### config.mk
export PLATFORM = sky130hd
export DESIGN_NAME = cvr_cell
export DESIGN_NICKNAME = d
export VERILOG_FILES = /design/src/hw/rtl/cvr_pkg.sv /design/src/hw/rtl/cvr_cell.sv
export SDC_FILE = /design/constraint.sdc
export NUM_CORES = 1
export LEC_CHECK = 0
export ABC_AREA = 1
export CAP_MARGIN = 20
export CORE_MARGIN = 2
export CORE_UTILIZATION = 30
export DETAILED_ROUTE_END_ITERATION = 10
export DONT_BUFFER_PORTS = 1
export GPL_TIMING_DRIVEN = 0
export PLACE_DENSITY = 0.53
export SYNTH_ARGS = -nofsm -noshare
export SYNTH_HDL_FRONTEND = slang
export SYNTH_SLANG_ARGS = --single-unit
### constraint.sdc
create_clock -name i_clk -period 6.4 [get_ports i_clk]
set_input_delay 0.32 -clock i_clk [delete_from_list [all_inputs] [get_ports i_clk]]
set_output_delay 0.32 -clock i_clk [all_outputs]
set_load 0.03 [all_outputs]
### src/hw/rtl/cvr_pkg.sv
// Shared types, constants and helpers for the channel volume ramp.
// Used by cvr_cell and channel_volume_ramp; depends on nothing.
package cvr_pkg;

    localparam int CHANNELS  = 8;
    localparam int GAIN_BITS = 24;
    localparam int FIELD_W   = 24;
    localparam int CHAN_W    = 4;
    localparam int IDX_W     = (CHANNELS > 1) ? $clog2(CHANNELS) : 1;

    localparam logic [GAIN_BITS-1:0] UNITY_RESET = GAIN_BITS'(65536);
    localparam logic [FIELD_W-1:0]   STEP_RESET  = FIELD_W'(4096);
    localparam logic [FIELD_W-1:0]   UNITY_CFG   = FIELD_W'(65536);

    typedef enum logic [1:0] {
        KIND_SET    = 2'd0,
        KIND_SWITCH = 2'd1,
        KIND_TICK   = 2'd2,
        KIND_READ   = 2'd3
    } t_kind;

    typedef enum logic [1:0] {
        REG_MIN   = 2'd0,
        REG_MAX   = 2'd1,
        REG_STEP  = 2'd2,
        REG_UNITY = 2'd3
    } t_reg;

    typedef enum logic {
        ST_IDLE,
        ST_TICK_OUT
    } t_state;

    typedef struct packed {
        logic [GAIN_BITS-1:0] mn;
        logic [GAIN_BITS-1:0] mx;
        logic [GAIN_BITS-1:0] step;
    } t_lim;

    typedef struct packed {
        logic                 tick;
        logic                 shift;
        logic                 set_tgt;
        logic [GAIN_BITS-1:0] tgt_val;
        logic                 set_saved;
        logic [GAIN_BITS-1:0] saved_val;
    } t_cell_ctl;

    typedef struct packed {
        logic [GAIN_BITS-1:0] cur;
        logic [GAIN_BITS-1:0] tgt;
    } t_snap;

    function automatic logic [GAIN_BITS-1:0] to_gain(input logic [FIELD_W-1:0] v);
        return GAIN_BITS'(v);
    endfunction

    function automatic logic [FIELD_W-1:0] to_field(input logic [GAIN_BITS-1:0] g);
        return FIELD_W'(g);
    endfunction

endpackage

### src/hw/rtl/cvr_cell.sv
// One channel cell: current, target and saved gain, ramp step logic,
// and a snapshot stage of the result chain. Depends on cvr_pkg.
module cvr_cell (
    input  logic              i_clk,
    input  logic              i_rst_n,
    input  cvr_pkg::t_lim     i_lim,
    input  cvr_pkg::t_cell_ctl i_ctl,
    input  logic              i_sel,
    input  cvr_pkg::t_snap    i_next,
    output cvr_pkg::t_snap    o_snap,
    output logic [cvr_pkg::GAIN_BITS-1:0] o_cur,
    output logic [cvr_pkg::GAIN_BITS-1:0] o_tgt,
    output logic [cvr_pkg::GAIN_BITS-1:0] o_saved,
    output logic              o_again
);
    import cvr_pkg::*;

    logic [GAIN_BITS-1:0] r_cur, r_tgt, r_saved, n_cur;
    logic [GAIN_BITS:0]   sum;
    logic [GAIN_BITS-1:0] diff;
    logic                 again;
    t_snap                r_snap;

    always_comb begin
        sum   = {1'b0, r_cur} + {1'b0, i_lim.step};
        diff  = r_cur - i_lim.step;
        n_cur = r_cur;
        again = 1'b0;
        if (r_cur < r_tgt) begin
            if (sum >= {1'b0, r_tgt} || sum >= {1'b0, i_lim.mx}) begin
                n_cur = r_tgt;
            end else begin
                n_cur = sum[GAIN_BITS-1:0];
                again = 1'b1;
            end
        end else if (r_cur > r_tgt) begin
            if (i_lim.step >= r_cur) begin
                n_cur = r_tgt;
            end else if (diff <= r_tgt || diff <= i_lim.mn) begin
                n_cur = r_tgt;
            end else begin
                n_cur = diff;
                again = 1'b1;
            end
        end
    end

    always_ff @(posedge i_clk) begin
        if (!i_rst_n) begin
            r_cur   <= UNITY_RESET;
            r_tgt   <= UNITY_RESET;
            r_saved <= '0;
        end else begin
            if (i_ctl.tick) begin
                r_cur <= n_cur;
            end
            if (i_sel && i_ctl.set_tgt) begin
                r_tgt <= i_ctl.tgt_val;
            end
            if (i_sel && i_ctl.set_saved) begin
                r_saved <= i_ctl.saved_val;
            end
        end
    end

    always_ff @(posedge i_clk) begin
        if (i_ctl.tick) begin
            r_snap <= '{cur: n_cur, tgt: r_tgt};
        end else if (i_ctl.shift) begin
            r_snap <= i_next;
        end
    end

    assign o_snap  = r_snap;
    assign o_cur   = r_cur;
    assign o_tgt   = r_tgt;
    assign o_saved = r_saved;
    assign o_again = again & i_ctl.tick;

endmodule

Word-level counts from Yosys, hierarchy flattened. Index checks and enable logic that the tools add are counted.

Shifts and indexed selects: 0. Bitwise logic cells: 1. Multiply operators: 0. Reductions and logical operators: 5. Divide/modulo/power cells: 0. Eq/ne operators: 0. Add/sub/neg operators: 2. $lt $le $gt $ge: 7. Muxes and demuxes: 12.

Operator list (count): 24-bit 2-to-1 mux (5); 48-bit 2-to-1 mux (2); 25-bit by 24-bit >= comparator with 1-bit output (2); 24-bit less-or-equal comparator (2); 24-bit by 24-bit adder with 25-bit output (1); 24-bit >= comparator (1); 24-bit greater-than comparator (1); 24-bit < comparator (1); 24-bit subtractor (1); 1-bit 2-to-1 mux (5); 1-bit logical AND (2); 1-bit logical OR (2); 2-bit nonzero test (1); 1-bit bitwise AND (1).

Memory bits (read-only): 0. Output and inout bits: 121. Input bits: 175. Latch bits: 0. Memories kept: 0. Bits in registers: 120. Bits in writable memories: 0. Logic and storage cells: 32.

Longest topological paths before layout.
Word-level depth: 8. Gate-level depth with buffers: 32. Mapped depth without buffers: 31.

Least setup slack after synthesis. No wires, ideal clock.

Path kind: register to output. Start point: reg r_cur[0], in the netlist o_cur[0]. End point: out o_again. Data required time: 6080 ps. Buffers on the path: 1. Path slack: 2230 ps. Stages on the path, launching flop included: 30. Arrival time: 3850 ps. Cell sequence: dfxtp_1 ha_1 inv_1 fa_1 inv_1 nand2_1 nor2_2 nor2_4 inv_1 nand2_1 nand2_1 nand4_1 nand3_1 nand2_1 nand2_1 inv_1 ha_1 nand2_1 inv_1 nand3_1 nor2_1 nand2_1 nand2_1 nor2_1 nand3_1 nor2_8 nand3_4 buf_6 a2bb2oi_1 nor2_1.

Cells in the longest elaborated chain, start to end: 8. Elaborated cells between the ends (all ways): 17. Classes of those cells: add/sub (2); order compare (7); mux (5); bitwise (1); reduce/logical (2).

RTL lines: start, declared (line cvr_cell.sv:18) `logic [GAIN_BITS-1:0] r_cur, r_tgt, r_saved, n_cur;`; start signal, assigned (line cvr_cell.sv:55) `r_cur <= n_cur;`; 24-bit subtractor (line cvr_cell.sv:26) `diff = r_cur - i_lim.step;`; 24-bit less-or-equal comparator (line cvr_cell.sv:39) `end else if (diff <= r_tgt || diff <= i_lim.mn) begin`; 1-bit logical OR (line cvr_cell.sv:39); 1-bit 2-to-1 mux (line cvr_cell.sv:39); 1-bit 2-to-1 mux (line cvr_cell.sv:37) `if (i_lim.step >= r_cur) begin`; 1-bit 2-to-1 mux (line cvr_cell.sv:36) `end else if (r_cur > r_tgt) begin`; 1-bit 2-to-1 mux * (line cvr_cell.sv:29) `if (r_cur < r_tgt) begin`; 1-bit bitwise AND * (line cvr_cell.sv:78) `assign o_again = again & i_ctl.tick;`; end, declared (line cvr_cell.sv:14) `output logic o_again`.

Every way passes the cells marked *; elsewhere a longest branch is shown, timed or not.

Worst setup path in the final report. Same ends and word-level chain as after synthesis.

==> flow_summary.yaml <==
yosys:
  synth_top_cell_by_area: "ha_1"
  synth.mux.area_fraction_pct: 0
  synth_edf_count: 48
  primary_ff_master_synth: "dfxtp_1"
  complex_gate_fraction_of_the_synthesized_area_pct: 13.7
  synthesis_warning_total: 0
  synth_area_leaders: "ha_1, nand2_1, dfxtp_1"
  yosys.area.top_type_share_pct: 17.2
  synth.avg_cell_area_sq_um: 6.62
  synth.net_count: 2192
  syn_area_sq_mm: 0.0122
  combinational_family_with_the_most_area_after_synthesis: "simple AND/OR/NAND/NOR gates"
  yosys.cell_types.count: 42
  synth-async-reset-ratio_pct: 0
  postSynthRegisterBits: 120
  seq_area_frac_synth_pct: 23.6
  synthCells: 1847
  synth-xor-area-share_pct: 1.72
  arithmetic_cell_share_of_the_synthesized_area_counting_full_adders_half_adders_and_majority_gates_pct: 17.5
  synth_simple_gate_area_share_pct: 32.4
sta:
  timing_max_transition_violations_final: 0
  unrepaired_setup_endpoints_after_global_routing: "no"
  tightestPinTransition_ns: 0.758
  period_share_pct: 94.7
  maxSlewHeadroom_pct: 49.5
  finClkSkew_ns: 0.0114
  report.final.hold_viol_count: 0
  period_needed_ns: 6.06
  finalSetupViolCount: 0
  fmaxAchievable_ghz: 0.165
  setup-tns-final_ns: 0
critical_path:
  critical_path.endpoint_type: "output port"
  critPathMostFrequentCell: "nand2_1"
  worst-path-max-fanout: 10
  worst-endpoint-required_ns: 6.08
  worstSetupStartpointType: "flop"
  worstPathCellList: "ha_1 > inv_1 > fa_1 > inv_1 > nand2_1 > nor2_2 > nor2_4 > o21ai_2 > nand2_1 > nand2_1 > nand2_1 > nand2_1 > inv_1 > ha_1 > nand2_1 > o21bai_1 > nand2_1 > a21oi_1 > a21oi_1 > nor2_8 > nand3_4 > buf_6 > a2bb2oi_1 > nor2_1"
  ff2ff_setup_slack_ns: 0.90
  reg2regPathDepth: 26
  crit_path_max_incr_delay_ns: 0.67
  critPathKind: "reg2out"
  regToRegEndpoint: "o_snap[35]"
  crit_slowest_cell: "dfxtp_1"
  critical_path.startpoint: "o_cur[0]"
  r2r_start: "o_cur[0]"
  cp_data_arrival_time_ns: 5.74
layout:
  finish.net_count: 2212
  layout_commonest_cell: "nand2_1"
  diodes: 0
  layout_cell_share_with_drive_strength_beyond_1_pct: 8.78
  layout.core_utilization_pct: 33.6
  finish.cell_count_without_fillers: 2405
  p_r_area_growth_vs_syn_pct: 9.93
  finalInstanceArea_sq_mm: 0.0134
  most-common-layout-cells: "nand2_1, inv_1, ha_1, nor2_1, a21oi_1"
route:
  post-route-drc-count: 0
  post_drt_via_cell_ratio: 5.05
  routed_wirelength_microns: 49200
  drt_pass1_iterations: 6
  num_vias: 12200
  first_drt_iteration_drcs: 1090
  antenna_violating_nets_post_route: 0
  drt-wirelength-per-cell_microns: 20.5
place:
  numPortBuffers: 0
  place_inst: 2373
  routabilityCongestion: 0.947
  dp_hpwl_microns: 42600
  post_dp_cell_area_sq_mm: 0.0129
pwr:
  worst_ir_drop_vdd_v: 0.000309
  power_density_mw_per_mm2: 585
  cellLeakagePower_nw: 6.91
  p_total_mw: 7.86
global_routing:
  grt_first_pass_wirelength_microns: 70200
  grt_util_all_layers_pct: 22.5
  globalRouteOverflowTotal: 0
  via_count_of_the_first_global_routing_pass: 11100
  antenna_found_initial: 0
  grt_max_degree: 34
cts:
  clk_lat_worst_skew_ns: 0.40
  cts_tree: "yes"
  cts_setup_buffers: 0
  clkSlewWorstSetupHoldPaths_ns: 0.06
  hold_buffers: 0
  tritoncts.num_buffers: 17
  ctsLongestPathBuffers: 2
  h_tree_lvl_count: 4
  cts.sinks: 120
  post_cts_resized: 0
  cts_root_buffer: "clkbuf_16"
floorplan:
  die_y_microns: 206
  num_rows: 73
  start_util_pct: 30.6
  design.die.area_sq_mm: 0.0424
  number_of_top_level_pins: 296
  core_region_area_sq_mm: 0.0400
  die_w_microns: 206
min_path:
  worstHoldEndpoint: "o_saved[6]"
  min-delay-start: "i_ctl[6]"
  min_path_cells: 2
  holdCritPathClass: "in2reg"
run_status:
  outcome: "complete, no violations"
job:
  maxCapViolCount: 0
-- routing by layer --
metal | vias up | global-route usage [%] | routed length [microns]
met1 | 5562 | 31.2 | 22300
met2 | 465 | 35.5 | 21900
met3 | 72 | 3.69 | 3210
met5 | - | 0 | 0
met4 | 0 | 7.32 | 1750
li1 | 6054 | - | -
-- cell families (layout without fill, tap and decap cells) --
group | Yosys count | after routing
flops | 120 | 120
fa+ha+maj | 170 | 170
xor+xnor | 24 | 24
simple gates | 901 | 901
buf+inv | 338 | 371
compound gates | 294 | 294
-- per-stage QoR --
step | setup slack, ns | hold WS [ns]
after detailed placement | 0.714 | 0.497
final | 0.339 | 0.0887
after global placement | 0.765 | 0.492
after floorplan | 2.23 | 0.486
after CTS | 0.262 | 0.0749
after global routing | 0.0812 | 0.0725
-- registers in the layout, summed over array words and instances (netlist names) --
name and flops:
o_saved 24, o_tgt 24, o_cur 24, o_snap 48
-- worst max-delay path: cells and delay by family (launching register included) --
kind | cells | cell delay, ns
compound gates | 5 | 1.15
fa+ha+maj | 3 | 0.98
buf+inv | 4 | 0.51
flops | 1 | 0.67
simple gates | 12 | 2.00
-- power breakdown --
group	internal, mW	total [mW]	switching, mW
registers	1.02	1.67	0.647
clock network	0.521	0.876	0.355
logic	1.70	5.32	3.62
-- Yosys cell counts, types with 3 or more instances --
master and instances:
a21o_1 4, a21oi_1 137, a21oi_2 17, buf_2 15
buf_4 7, buf_6 5, clkbuf_1 33, dfxtp_1 72
edfxtp_1 48, ha_1 168, inv_1 258, inv_2 18
nand2_1 511, nand2_2 24, nand3_1 105, nand3_2 21
nand3b_1 3, nand4_1 45, nor2_1 159, nor2_2 10
nor3_1 10, o211ai_2 11, o21a_1 4, o21ai_0 98
o21ai_1 10, o21bai_1 9, xor2_1 24
-- worst max path at each step --
stage | cells after the start | endpoint | slack [ns]
2_1_floorplan | 29 | o_again | 2.23
3_3_place_gp | 24 | o_again | 0.77
3_5_place_dp | 24 | o_again | 0.71
4_1_cts | 24 | o_again | 0.26
5_1_grt | 27 | o_again | 0.08
6_report | 24 | o_again | 0.34
-- final cells by class --
| cell class | count | area (sq um) |
|---|---|---|
| multi-input cells | 1389 | 7990 |
| repair buffers | 1 | 20.0 |
| well taps | 525 | 657 |
| flip-flops and latches | 120 | 2880 |
| clock inverters | 9 | 67.6 |
| inverters | 278 | 1040 |
| clock buffers | 23 | 469 |
| plain buffers | 60 | 308 |
| fillers | 4441 | 26600 |
(Power assumes the default switching activity.)
